**config.mk**
```make
export PLATFORM = sky130hd
export DESIGN_NAME = delay_request_timer_table
export DESIGN_NICKNAME = d
export VERILOG_FILES = /design/src/design/dtt_pkg.sv /design/src/design/dtt_front.sv /design/src/design/dtt_queue.sv /design/src/design/dtt_back.sv /design/src/design/delay_request_timer_table.sv
export VERILOG_INCLUDE_DIRS = /design/src /design/src/design
export SDC_FILE = /design/constraint.sdc
export NUM_CORES = 2
export LEC_CHECK = 0
export BUFFER_PORTS_ARGS = -buffer_cell sky130_fd_sc_hd__buf_4
export CORE_MARGIN = 4
export CORE_UTILIZATION = 55
export CTS_BUF_LIST = sky130_fd_sc_hd__clkbuf_16
export DETAILED_ROUTE_END_ITERATION = 16
export PLACE_DENSITY = 0.75
export SYNTH_ARGS = -nofsm -noshare
export SYNTH_HDL_FRONTEND = slang
export SYNTH_SLANG_ARGS = --single-unit
```
**constraint.sdc**
```tcl
create_clock -name clk -period 14.4 [get_ports clk]
set_input_delay 4.32 -clock clk [delete_from_list [all_inputs] [get_ports clk]]
set_output_delay 4.32 -clock clk [all_outputs]
set_load 0.05 [all_outputs]
```
**src/design/assert_macros.svh**
```systemverilog
// Assertion macros for the timer table RTL.
// Uses clk and rst_n of the including module; no other dependencies.
`ifndef ASSERT_MACROS_SVH
`define ASSERT_MACROS_SVH

// antecedent holds -> consequent holds in the same cycle
`define DTT_ASSERT_IMP(name, ante, cons) \
    name: assert property (@(posedge clk) disable iff (!rst_n) (ante) |-> (cons)) \
        else $error("timer table check failed");

// antecedent holds -> consequent holds in the next cycle
`define DTT_ASSERT_NXT(name, ante, cons) \
    name: assert property (@(posedge clk) disable iff (!rst_n) (ante) |=> (cons)) \
        else $error("timer table check failed");

`endif

```
**src/design/dtt_pkg.sv**
```systemverilog
// Types and constants for the delay request timer table.
// No dependencies; imported by every module of the block.
`default_nettype none

package dtt_pkg;

    localparam int unsigned RATE_W        = 14;
    localparam logic [RATE_W-1:0] RATE_RESET = 14'd100;
    localparam int unsigned MS_PER_SECOND = 1000;
    // ceil(2^38 / 1000); (x * RECIP_1000) >> 38 equals x / 1000 for any 32-bit x
    localparam int unsigned RECIP_W       = 29;
    localparam logic [RECIP_W-1:0] RECIP_1000 = 29'h1062_4DD3;
    localparam int unsigned RECIP_SHIFT   = 38;
    localparam int unsigned MAX_RESULTS   = 32;
    localparam int unsigned QUEUE_DEPTH   = 2;
    localparam int unsigned ADDR_W        = 3;

    // register select is paddr[2]
    localparam logic REG_TICK_RATE = 1'b0;

    localparam logic [2:0] OP_TICK   = 3'd0;
    localparam logic [2:0] OP_DELAY  = 3'd1;
    localparam logic [2:0] OP_READ   = 3'd2;
    localparam logic [2:0] OP_IGNORE = 3'd3;

    localparam logic [1:0] KIND_DELAY  = 2'd0;
    localparam logic [1:0] KIND_COUNT  = 2'd1;
    localparam logic [1:0] KIND_EXPIRY = 2'd2;
    localparam logic [1:0] KIND_REJECT = 2'd3;

    typedef struct packed {
        logic [2:0]  opcode;
        logic [31:0] wait_ms;
        logic [15:0] requester;
    } req_word_t;

    typedef struct packed {
        logic [1:0]  kind;
        logic [15:0] dest_process;
        logic [31:0] value;
        logic        last;
    } rsp_word_t;

    typedef enum logic [1:0] {
        CMD_TICK,
        CMD_DELAY,
        CMD_READ,
        CMD_REJECT
    } cmd_op_t;

    typedef struct packed {
        cmd_op_t     op;
        logic [15:0] requester;
        logic [31:0] ticks;
    } cmd_t;

    typedef struct packed {
        logic [31:0] req_tag;
        logic [15:0] owner;
        logic [31:0] deadline;
    } slot_t;

endpackage

`default_nettype wire

```
**src/design/dtt_front.sv**
```systemverilog
// Front end: accepts request words, decodes them and converts ms to ticks.
// Depends on dtt_pkg; feeds dtt_queue.
`default_nettype none

module dtt_front (
    input  wire logic                         clk,
    input  wire logic                         rst_n,
    input  wire logic [dtt_pkg::RATE_W-1:0]   tick_rate_hz,
    input  wire logic                         req_valid,
    output logic                              req_stall,
    input  wire dtt_pkg::req_word_t           req_word,
    output dtt_pkg::cmd_t                     cmd,
    output logic                              cmd_push,
    input  wire logic                         cmd_full
);
    import dtt_pkg::*;

    typedef enum logic [1:0] {
        F_IDLE,
        F_DIV,
        F_PUSH
    } fstate_t;

    localparam int unsigned PROD_W = 32 + RECIP_W;

    fstate_t             state_reg;
    cmd_t                cmd_reg;
    logic [31:0]         prod_reg;

    logic [45:0]         product;
    logic [PROD_W-1:0]   recip_prod;

    // ms * rate, wrapped to 32 bits below
    assign product    = {14'b0, req_word.wait_ms} * {32'b0, tick_rate_hz};

    // divide by 1000 through the reciprocal, from the product registered at the accept
    assign recip_prod = {{RECIP_W{1'b0}}, prod_reg} * {32'b0, RECIP_1000};

    assign req_stall = (state_reg != F_IDLE);
    assign cmd_push  = (state_reg == F_PUSH) && !cmd_full;
    assign cmd       = cmd_reg;

    always_ff @(posedge clk or negedge rst_n)
    begin
        if (!rst_n)
        begin
            state_reg <= F_IDLE;
            cmd_reg   <= '0;
            prod_reg  <= '0;
        end
        else
        begin
            case (state_reg)
                F_IDLE:
                begin
                    if (req_valid)
                    begin
                        cmd_reg.requester <= req_word.requester;
                        cmd_reg.ticks     <= '0;
                        case (req_word.opcode)
                            OP_TICK:
                            begin
                                cmd_reg.op <= CMD_TICK;
                                state_reg  <= F_PUSH;
                            end
                            OP_DELAY:
                            begin
                                cmd_reg.op <= CMD_DELAY;
                                prod_reg   <= product[31:0];
                                state_reg  <= F_DIV;
                            end
                            OP_READ:
                            begin
                                cmd_reg.op <= CMD_READ;
                                state_reg  <= F_PUSH;
                            end
                            OP_IGNORE:
                            begin
                                state_reg  <= F_IDLE;
                            end
                            default:
                            begin
                                cmd_reg.op <= CMD_REJECT;
                                state_reg  <= F_PUSH;
                            end
                        endcase
                    end
                end
                F_DIV:
                begin
                    cmd_reg.ticks <= 32'(recip_prod[PROD_W-1:RECIP_SHIFT]);
                    state_reg     <= F_PUSH;
                end
                F_PUSH:
                begin
                    if (!cmd_full)
                    begin
                        state_reg <= F_IDLE;
                    end
                end
                default:
                begin
                    state_reg <= F_IDLE;
                end
            endcase
        end
    end

endmodule

`default_nettype wire

```
**src/design/dtt_queue.sv**
```systemverilog
// Short command queue between front end and back end.
// Depends on dtt_pkg for the command type.
`default_nettype none

module dtt_queue (
    input  wire logic           clk,
    input  wire logic           rst_n,
    input  wire logic           push,
    input  wire dtt_pkg::cmd_t  push_cmd,
    output logic                full,
    input  wire logic           pop,
    output dtt_pkg::cmd_t       head,
    output logic                empty
);
    import dtt_pkg::*;

    localparam int unsigned PTR_W = (QUEUE_DEPTH > 1) ? $clog2(QUEUE_DEPTH) : 1;
    localparam int unsigned CNT_W = $clog2(QUEUE_DEPTH + 1);

    cmd_t              ent_reg [QUEUE_DEPTH];
    logic [PTR_W-1:0]  wr_ptr_reg;
    logic [PTR_W-1:0]  rd_ptr_reg;
    logic [CNT_W-1:0]  cnt_reg;

    assign full  = (cnt_reg == CNT_W'(QUEUE_DEPTH));
    assign empty = (cnt_reg == '0);
    assign head  = ent_reg[rd_ptr_reg];

    always_ff @(posedge clk)
    begin
        if (push)
        begin
            ent_reg[wr_ptr_reg] <= push_cmd;
        end
    end

    always_ff @(posedge clk or negedge rst_n)
    begin
        if (!rst_n)
        begin
            wr_ptr_reg <= '0;
            rd_ptr_reg <= '0;
            cnt_reg    <= '0;
        end
        else
        begin
            if (push)
            begin
                wr_ptr_reg <= (wr_ptr_reg == PTR_W'(QUEUE_DEPTH - 1)) ? '0 : wr_ptr_reg + 1'b1;
            end
            if (pop)
            begin
                rd_ptr_reg <= (rd_ptr_reg == PTR_W'(QUEUE_DEPTH - 1)) ? '0 : rd_ptr_reg + 1'b1;
            end
            if (push && !pop)
            begin
                cnt_reg <= cnt_reg + 1'b1;
            end
            else if (pop && !push)
            begin
                cnt_reg <= cnt_reg - 1'b1;
            end
        end
    end

endmodule

`default_nettype wire

```
**src/design/dtt_back.sv**
```systemverilog
// Back end: tick count, slot table and result word register.
// Depends on dtt_pkg; takes commands from dtt_queue.
`default_nettype none

module dtt_back #(
    parameter int unsigned SLOTS = 32
) (
    input  wire logic               clk,
    input  wire logic               rst_n,
    input  wire dtt_pkg::cmd_t      head,
    input  wire logic               q_empty,
    output logic                    q_pop,
    output logic                    rsp_valid,
    input  wire logic               rsp_stall,
    output dtt_pkg::rsp_word_t      rsp_word
);
    import dtt_pkg::*;

    localparam int unsigned SLOT_W = (SLOTS > 1) ? $clog2(SLOTS) : 1;
    localparam int unsigned IDX_W  = $clog2(SLOTS + 1);
    localparam int unsigned N_W    = $clog2(MAX_RESULTS + 1);

    typedef enum logic [1:0] {
        B_IDLE,
        B_SCAN,
        B_FLUSH
    } bstate_t;

    bstate_t             state_reg;
    logic [31:0]         count_reg;
    logic [31:0]         next_id_reg;
    logic [SLOTS-1:0]    active_reg;
    logic [IDX_W-1:0]    rd_idx_reg;
    logic [SLOT_W-1:0]   chk_idx_reg;
    logic                chk_valid_reg;
    slot_t               rdata_reg;
    rsp_word_t           hold_reg;
    logic                hold_valid_reg;
    logic [N_W-1:0]      n_reg;
    logic                rsp_valid_reg;
    rsp_word_t           rsp_reg;

    slot_t               slot_mem [SLOTS];

    logic [SLOTS-1:0]    free_vec;
    logic [SLOTS-1:0]    lowest_free;
    logic                any_free;
    logic [SLOT_W-1:0]   free_idx;
    logic                out_free;
    logic                due;
    logic                blocked;
    logic                scan_end;
    logic                mem_we;
    logic                mem_rd;
    slot_t               mem_wdata;
    logic                rsp_load;
    rsp_word_t           load_word;

    // lowest free slot: isolate lowest set bit, then encode
    assign free_vec    = ~active_reg;
    assign lowest_free = free_vec & (~free_vec + 1'b1);
    assign any_free    = |free_vec;

    always_comb
    begin
        free_idx = '0;
        for (int i = 0; i < SLOTS; i++)
        begin
            if (lowest_free[i])
            begin
                free_idx = free_idx | SLOT_W'(i);
            end
        end
    end

    assign out_free  = !rsp_valid_reg || !rsp_stall;
    assign rsp_valid = rsp_valid_reg;
    assign rsp_word  = rsp_reg;

    // scan: read stage at rd_idx, check stage at chk_idx
    assign due      = chk_valid_reg && active_reg[chk_idx_reg]
                      && (rdata_reg.deadline <= count_reg)
                      && (n_reg < N_W'(MAX_RESULTS));
    // an expiry is held in hold_reg until the next is found, so the final one can carry last
    assign blocked  = due && hold_valid_reg && !out_free;
    assign scan_end = (rd_idx_reg == IDX_W'(SLOTS)) && !chk_valid_reg;
    assign mem_rd   = (state_reg == B_SCAN) && !blocked && !scan_end
                      && (rd_idx_reg < IDX_W'(SLOTS));

    assign mem_wdata.req_tag  = next_id_reg;
    assign mem_wdata.owner    = head.requester;
    assign mem_wdata.deadline = count_reg + head.ticks;

    always_comb
    begin
        q_pop     = 1'b0;
        mem_we    = 1'b0;
        rsp_load  = 1'b0;
        load_word = '0;
        case (state_reg)
            B_IDLE:
            begin
                if (!q_empty)
                begin
                    load_word.dest_process = head.requester;
                    load_word.last         = 1'b1;
                    case (head.op)
                        CMD_TICK:
                        begin
                            q_pop = 1'b1;
                        end
                        CMD_DELAY:
                        begin
                            q_pop           = out_free;
                            rsp_load        = out_free;
                            mem_we          = out_free && any_free;
                            load_word.kind  = KIND_DELAY;
                            load_word.value = any_free ? next_id_reg : '0;
                        end
                        CMD_READ:
                        begin
                            q_pop           = out_free;
                            rsp_load        = out_free;
                            load_word.kind  = KIND_COUNT;
                            load_word.value = count_reg;
                        end
                        default:
                        begin
                            q_pop          = out_free;
                            rsp_load       = out_free;
                            load_word.kind = KIND_REJECT;
                        end
                    endcase
                end
            end
            B_SCAN:
            begin
                rsp_load  = due && hold_valid_reg && out_free;
                load_word = hold_reg;
            end
            B_FLUSH:
            begin
                rsp_load       = hold_valid_reg && out_free;
                load_word      = hold_reg;
                load_word.last = 1'b1;
            end
            default:
            begin
                rsp_load = 1'b0;
            end
        endcase
    end

    always_ff @(posedge clk)
    begin
        if (mem_we)
        begin
            slot_mem[free_idx] <= mem_wdata;
        end
        if (mem_rd)
        begin
            rdata_reg <= slot_mem[rd_idx_reg[SLOT_W-1:0]];
        end
    end

    always_ff @(posedge clk or negedge rst_n)
    begin
        if (!rst_n)
        begin
            state_reg      <= B_IDLE;
            count_reg      <= '0;
            next_id_reg    <= 32'd1;
            active_reg     <= '0;
            rd_idx_reg     <= '0;
            chk_idx_reg    <= '0;
            chk_valid_reg  <= 1'b0;
            hold_reg       <= '0;
            hold_valid_reg <= 1'b0;
            n_reg          <= '0;
            rsp_valid_reg  <= 1'b0;
            rsp_reg        <= '0;
        end
        else
        begin
            if (rsp_load)
            begin
                rsp_valid_reg <= 1'b1;
                rsp_reg       <= load_word;
            end
            else if (!rsp_stall)
            begin
                rsp_valid_reg <= 1'b0;
            end

            case (state_reg)
                B_IDLE:
                begin
                    if (q_pop && (head.op == CMD_TICK))
                    begin
                        count_reg      <= count_reg + 1'b1;
                        rd_idx_reg     <= '0;
                        chk_valid_reg  <= 1'b0;
                        hold_valid_reg <= 1'b0;
                        n_reg          <= '0;
                        state_reg      <= B_SCAN;
                    end
                    if (mem_we)
                    begin
                        active_reg[free_idx] <= 1'b1;
                        next_id_reg          <= next_id_reg + 1'b1;
                    end
                end
                B_SCAN:
                begin
                    if (scan_end)
                    begin
                        state_reg <= B_FLUSH;
                    end
                    else if (!blocked)
                    begin
                        if (due)
                        begin
                            hold_reg.kind         <= KIND_EXPIRY;
                            hold_reg.dest_process <= rdata_reg.owner;
                            hold_reg.value        <= rdata_reg.req_tag;
                            hold_reg.last         <= 1'b0;
                            hold_valid_reg        <= 1'b1;
                            active_reg[chk_idx_reg] <= 1'b0;
                            n_reg                 <= n_reg + 1'b1;
                        end
                        if (rd_idx_reg < IDX_W'(SLOTS))
                        begin
                            chk_idx_reg   <= rd_idx_reg[SLOT_W-1:0];
                            chk_valid_reg <= 1'b1;
                            rd_idx_reg    <= rd_idx_reg + 1'b1;
                        end
                        else
                        begin
                            chk_valid_reg <= 1'b0;
                        end
                    end
                end
                B_FLUSH:
                begin
                    if (!hold_valid_reg || out_free)
                    begin
                        hold_valid_reg <= 1'b0;
                        state_reg      <= B_IDLE;
                    end
                end
                default:
                begin
                    state_reg <= B_IDLE;
                end
            endcase
        end
    end

endmodule

`default_nettype wire

```
**src/design/delay_request_timer_table.sv**
```systemverilog
// Top level of the delay request timer table: APB register, front, queue, back.
// Depends on dtt_pkg, dtt_front, dtt_queue, dtt_back and assert_macros.svh.
//
//   channel   direction  handshake            word
//   req       in         req_valid/req_stall  req_word (opcode, wait_ms, requester)
//   rsp       out        rsp_valid/rsp_stall  rsp_word (kind, dest_process, value, last)
//   apb       in/out     psel/penable/pready  tick_rate_hz at paddr 0
//
// Delay word: the front end accepts it, multiplies by 1/1000, then pushes it.
// Tick word: the back end scans all slots, one slot read per cycle unless blocked.
// Read and reject words: the front end accepts and pushes them; ignored: no result.
// Delay, read and reject results load as the back end pops. No clearing pass after reset.
// A two-entry queue lets the front end take words while the back end scans;
// rsp_stall holds the result register and pauses the scan only when a
// further expiry is found while one is held.
`default_nettype none

`include "assert_macros.svh"

module delay_request_timer_table #(
    parameter int unsigned SLOTS = 32
) (
    input  wire logic                         clk,
    input  wire logic                         rst_n,
    input  wire logic                         psel,
    input  wire logic                         penable,
    input  wire logic                         pwrite,
    input  wire logic [dtt_pkg::ADDR_W-1:0]   paddr,
    input  wire logic [31:0]                  pwdata,
    output logic [31:0]                       prdata,
    output logic                              pready,
    input  wire logic                         req_valid,
    output logic                              req_stall,
    input  wire dtt_pkg::req_word_t           req_word,
    output logic                              rsp_valid,
    input  wire logic                         rsp_stall,
    output dtt_pkg::rsp_word_t                rsp_word
);
    import dtt_pkg::*;

    logic [RATE_W-1:0]  rate_reg;
    cmd_t               front_cmd;
    logic               cmd_push;
    logic               cmd_full;
    cmd_t               head;
    logic               cmd_pop;
    logic               cmd_empty;
    logic               req_fire;

    assign pready = 1'b1;
    assign prdata = (paddr[2] == REG_TICK_RATE) ? 32'(rate_reg) : '0;
    assign req_fire = req_valid && !req_stall;

    always_ff @(posedge clk or negedge rst_n)
    begin
        if (!rst_n)
        begin
            rate_reg <= RATE_RESET;
        end
        else if (psel && penable && pwrite && pready && (paddr[2] == REG_TICK_RATE))
        begin
            rate_reg <= pwdata[RATE_W-1:0];
        end
    end

    dtt_front u_front (
        .clk          (clk),
        .rst_n        (rst_n),
        .tick_rate_hz (rate_reg),
        .req_valid    (req_valid),
        .req_stall    (req_stall),
        .req_word     (req_word),
        .cmd          (front_cmd),
        .cmd_push     (cmd_push),
        .cmd_full     (cmd_full)
    );

    dtt_queue u_queue (
        .clk      (clk),
        .rst_n    (rst_n),
        .push     (cmd_push),
        .push_cmd (front_cmd),
        .full     (cmd_full),
        .pop      (cmd_pop),
        .head     (head),
        .empty    (cmd_empty)
    );

    dtt_back #(
        .SLOTS (SLOTS)
    ) u_back (
        .clk       (clk),
        .rst_n     (rst_n),
        .head      (head),
        .q_empty   (cmd_empty),
        .q_pop     (cmd_pop),
        .rsp_valid (rsp_valid),
        .rsp_stall (rsp_stall),
        .rsp_word  (rsp_word)
    );

    `DTT_ASSERT_IMP(a_no_push_when_full, cmd_push, !cmd_full)
    `DTT_ASSERT_IMP(a_no_pop_when_empty, cmd_pop, !cmd_empty)
    `DTT_ASSERT_IMP(a_single_last, rsp_valid && (rsp_word.kind != KIND_EXPIRY), rsp_word.last)
    `DTT_ASSERT_NXT(a_front_busy, req_fire && (req_word.opcode != OP_IGNORE), req_stall)

endmodule

`default_nettype wire

```
==> out/qor.csv <==
metric;value;unit
ios;179;
cts_hold_buf;0;
startpoint;req_word[23];
grt_util_all_layers;26.95;%
seq_area;89550;µm²
rows;186;
clk_pin_slew;0.07;ns
synth_warnings;0;
synthAdderAreaFrac;12.53;%
synth_area_per_cell;17.64;µm²
cp_max_fo;14;
synth_xor_area_share;1.006;%
num-fill-cells;17819;
setup_viol;0;
min_path_type;flip-flop to flip-flop;
die_w;517.6;µm
worst-setup-path-type;input pin to flip-flop;
clock_skew;0.1025;ns
min_period;9.681;ns
coreArea;257600;µm²
ys_ff_latch;3033;
fin_tns_setup;0;ns
reg2reg_slack;6.42;ns
end_kind;flip-flop;
drtAntennaViolNets;0;
post-route-period-util;67.23;%
arrival;10.42;ns
die_area;267900;µm²
drv_slew;0;
rsz0062_at_grt;no;
grt_pass1_wl;533.9;mm
max_freq;103.3;MHz
syn_area;142800;µm²
hpwlAfterDp;193.2;mm
largest_register_ff_count;2560;
yosysSeqAreaShare;62.69;%
ys.flop_type;edfxtp_1;
cts-buffers-inserted;308;
wl_per_cell;30.15;µm
synth_edf_count;2722;
place.gp.congestion;0.9043;
ctsResizeCount;0;
critPathLaunchType;input pin;
finalHoldViolations;0;
ctsHtreeMaxLevel;5;
dr.first_iter.drc_count;9760;
final_util;61.32;%
syn_to_final_growth;10.63;%
synth-simple-area-share;3.459;%
antenna_found_initial;13;
routed_wl;360.5;mm
synthCells;8096;
synth_cell_type_count;82;
final_layout_size_suffix_gt1_share;21.18;%
synth_top_family_by_area;multiplexers;
holdWs;0.4278;ns
drv_cap;0;
multi_input_comb_area;49240;µm²
cts.path.max_buffers;4;
drc_errors;0;
io_buffers;139;
clock-sinks;3033;
grt_pass1_vias;79480;
required;15.14;ns
synth-compound-area-share;2.484;%
clk_latency;0.95;ns
cts_tree;built;
grt.overflow.total;0;
hold_start;u_front.cmd[42];
tightestPinTransition;1.385;ns
post-cts-setup-buffers;0;
cts_root_buf;clkbuf_16;
fin_nets;9521;
status;finished clean;
start_util;55.43;%
grt_max_degree;159;
maxSlewHeadroom;7.116;%
r2r_start;u_front.prod_reg[14];
via_per_inst;6.390;
drt_first_pass_iters;5;
synth.mux.area_fraction;14.64;%
dieHeight;517.6;µm
num_vias;76405;
async_flop_share;10.25;%
==> cell usage in the layout, fill, tap and decap left out, types with 12 or more instances in the layout <==
cell	synthesis	final
nand2_1	462	461
nand2b_1	25	25
o21bai_1	16	15
bufinv_16	0	21
o211ai_1	12	12
and2_1	163	162
dfrtp_1	307	301
nor2_1	101	93
clkinv_2	0	51
and3_1	24	23
a31oi_1	41	41
nand4_1	50	50
xor2_1	41	34
a22oi_1	53	53
nor2b_1	35	33
buf_4	19	243
inv_1	834	894
clkbuf_16	0	315
xnor2_2	0	18
nor3_2	0	17
nor3_1	55	38
nor4_1	16	12
nand3_1	53	53
mux4_2	808	808
o21a_1	22	21
edfxtp_1	2722	2722
a21oi_1	101	101
xnor2_1	123	104
mux2i_1	22	22
buf_12	0	26
a211oi_1	13	13
a21o_1	60	60
ha_1	516	515
fa_1	571	571
conb_1	2	19
o21ai_0	139	139
clkinv_1	1	62
mux2_2	221	221
clkinvlp_4	0	12
==> routing by layer <==
| metal | track usage, % | wire (µm) | vias to the layer above |
|---|---|---|---|
| li1 | - | - | 31002 |
| met1 | 36.70 | 133400 | 40221 |
| met2 | 44.43 | 180000 | 4404 |
| met3 | 4.709 | 33730 | 770 |
| met4 | 9.394 | 13350 | 8 |
| met5 | 0 | 54 | - |
==> path summary, 6_finish.rpt <==
check | end | cells after the start
min | u_queue.ent_reg[1][42] | 0
min in group asynchronous | u_front.prod_reg[1] | 1
min reg2reg | u_queue.ent_reg[1][42] | 0
max reg2reg | u_front.cmd[17] | 23
max in group asynchronous | u_back.rd_idx_reg[0] | 2
max | u_front.prod_reg[28] | 20
==> worst max-delay path, cell delays in order <==
cell	delay, ns
buf_4	0.22
nand2_1	0.12
fa_1	0.55
inv_1	0.05
fa_1	0.46
fa_1	0.51
inv_1	0.06
fa_1	0.49
fa_1	0.50
inv_1	0.05
fa_1	0.44
ha_1	0.25
or4_1	0.53
o22ai_1	0.33
o21ai_0	0.32
a41o_1	0.37
a211o_1	0.31
a21oi_1	0.25
xor2_1	0.18
o21ai_0	0.09
==> stage by stage <==
step                setup WS, ns  instances  area [µm²]
floorplan                 0.7741       8113      142900
global placement           3.872      11414      148500
detailed placement         3.843      11414      148500
CTS                        4.760      11949      157900
global route               4.391      11951      158000
finish                     4.719      11957      158000
==> logic make-up (layout without fill, tap and decap cells) <==
group           after synthesis  in the layout
compound gates              542            542
xor+xnor                    164            164
fa+ha+maj                  1087           1087
buf+inv                    1189           1642
flops                      3033           3033
mux                        1051           1051
other cells                   2             26
simple gates               1028           1028
==> layout make-up <==
type	instances	area share, %
multi-input cells	3891	31.17
flip-flops and latches	3033	56.68
clock inverters	220	0.9836
clock buffers	315	4.989
repair buffers	271	1.501
diodes	7	0.01109
well taps	3384	2.680
inverters	836	1.989
==> Yosys cell counts, types with 7 or more instances <==
library cell | count | area share (%)
edfxtp_1 | 2722 | 57
inv_1 | 834 | 2.2
mux4_2 | 808 | 13
fa_1 | 571 | 8.0
ha_1 | 516 | 4.5
nand2_1 | 462 | 1.2
dfrtp_1 | 307 | 5.4
clkbuf_1 | 260 | 0.68
mux2_2 | 221 | 1.7
and2_1 | 163 | 0.71
o21ai_0 | 139 | 0.49
xnor2_1 | 123 | 0.75
a21oi_1 | 101 | 0.35
nor2_1 | 101 | 0.27
buf_1 | 61 | 0.16
a21o_1 | 60 | 0.32
nor3_1 | 55 | 0.19
a22oi_1 | 53 | 0.28
nand3_1 | 53 | 0.19
nand4_1 | 50 | 0.22
a31oi_1 | 41 | 0.18
xor2_1 | 41 | 0.25
nor2b_1 | 35 | 0.15
nand2b_1 | 25 | 0.11
and3_1 | 24 | 0.11
mux2i_1 | 22 | 0.15
o21a_1 | 22 | 0.12
buf_4 | 19 | 0.10
nor4_1 | 16 | 0.070
o21bai_1 | 16 | 0.084
a211oi_1 | 13 | 0.068
buf_2 | 12 | 0.042
o211ai_1 | 12 | 0.063
o31ai_1 | 11 | 0.058
nor3b_1 | 10 | 0.053
a22o_1 | 9 | 0.055
a41oi_1 | 8 | 0.049
or2_2 | 8 | 0.035
or3_1 | 8 | 0.035
o2bb2ai_1 | 7 | 0.043
Power is not shown: default switching activity piles up to over one toggle a cycle in this logic, so the estimate is an artifact.
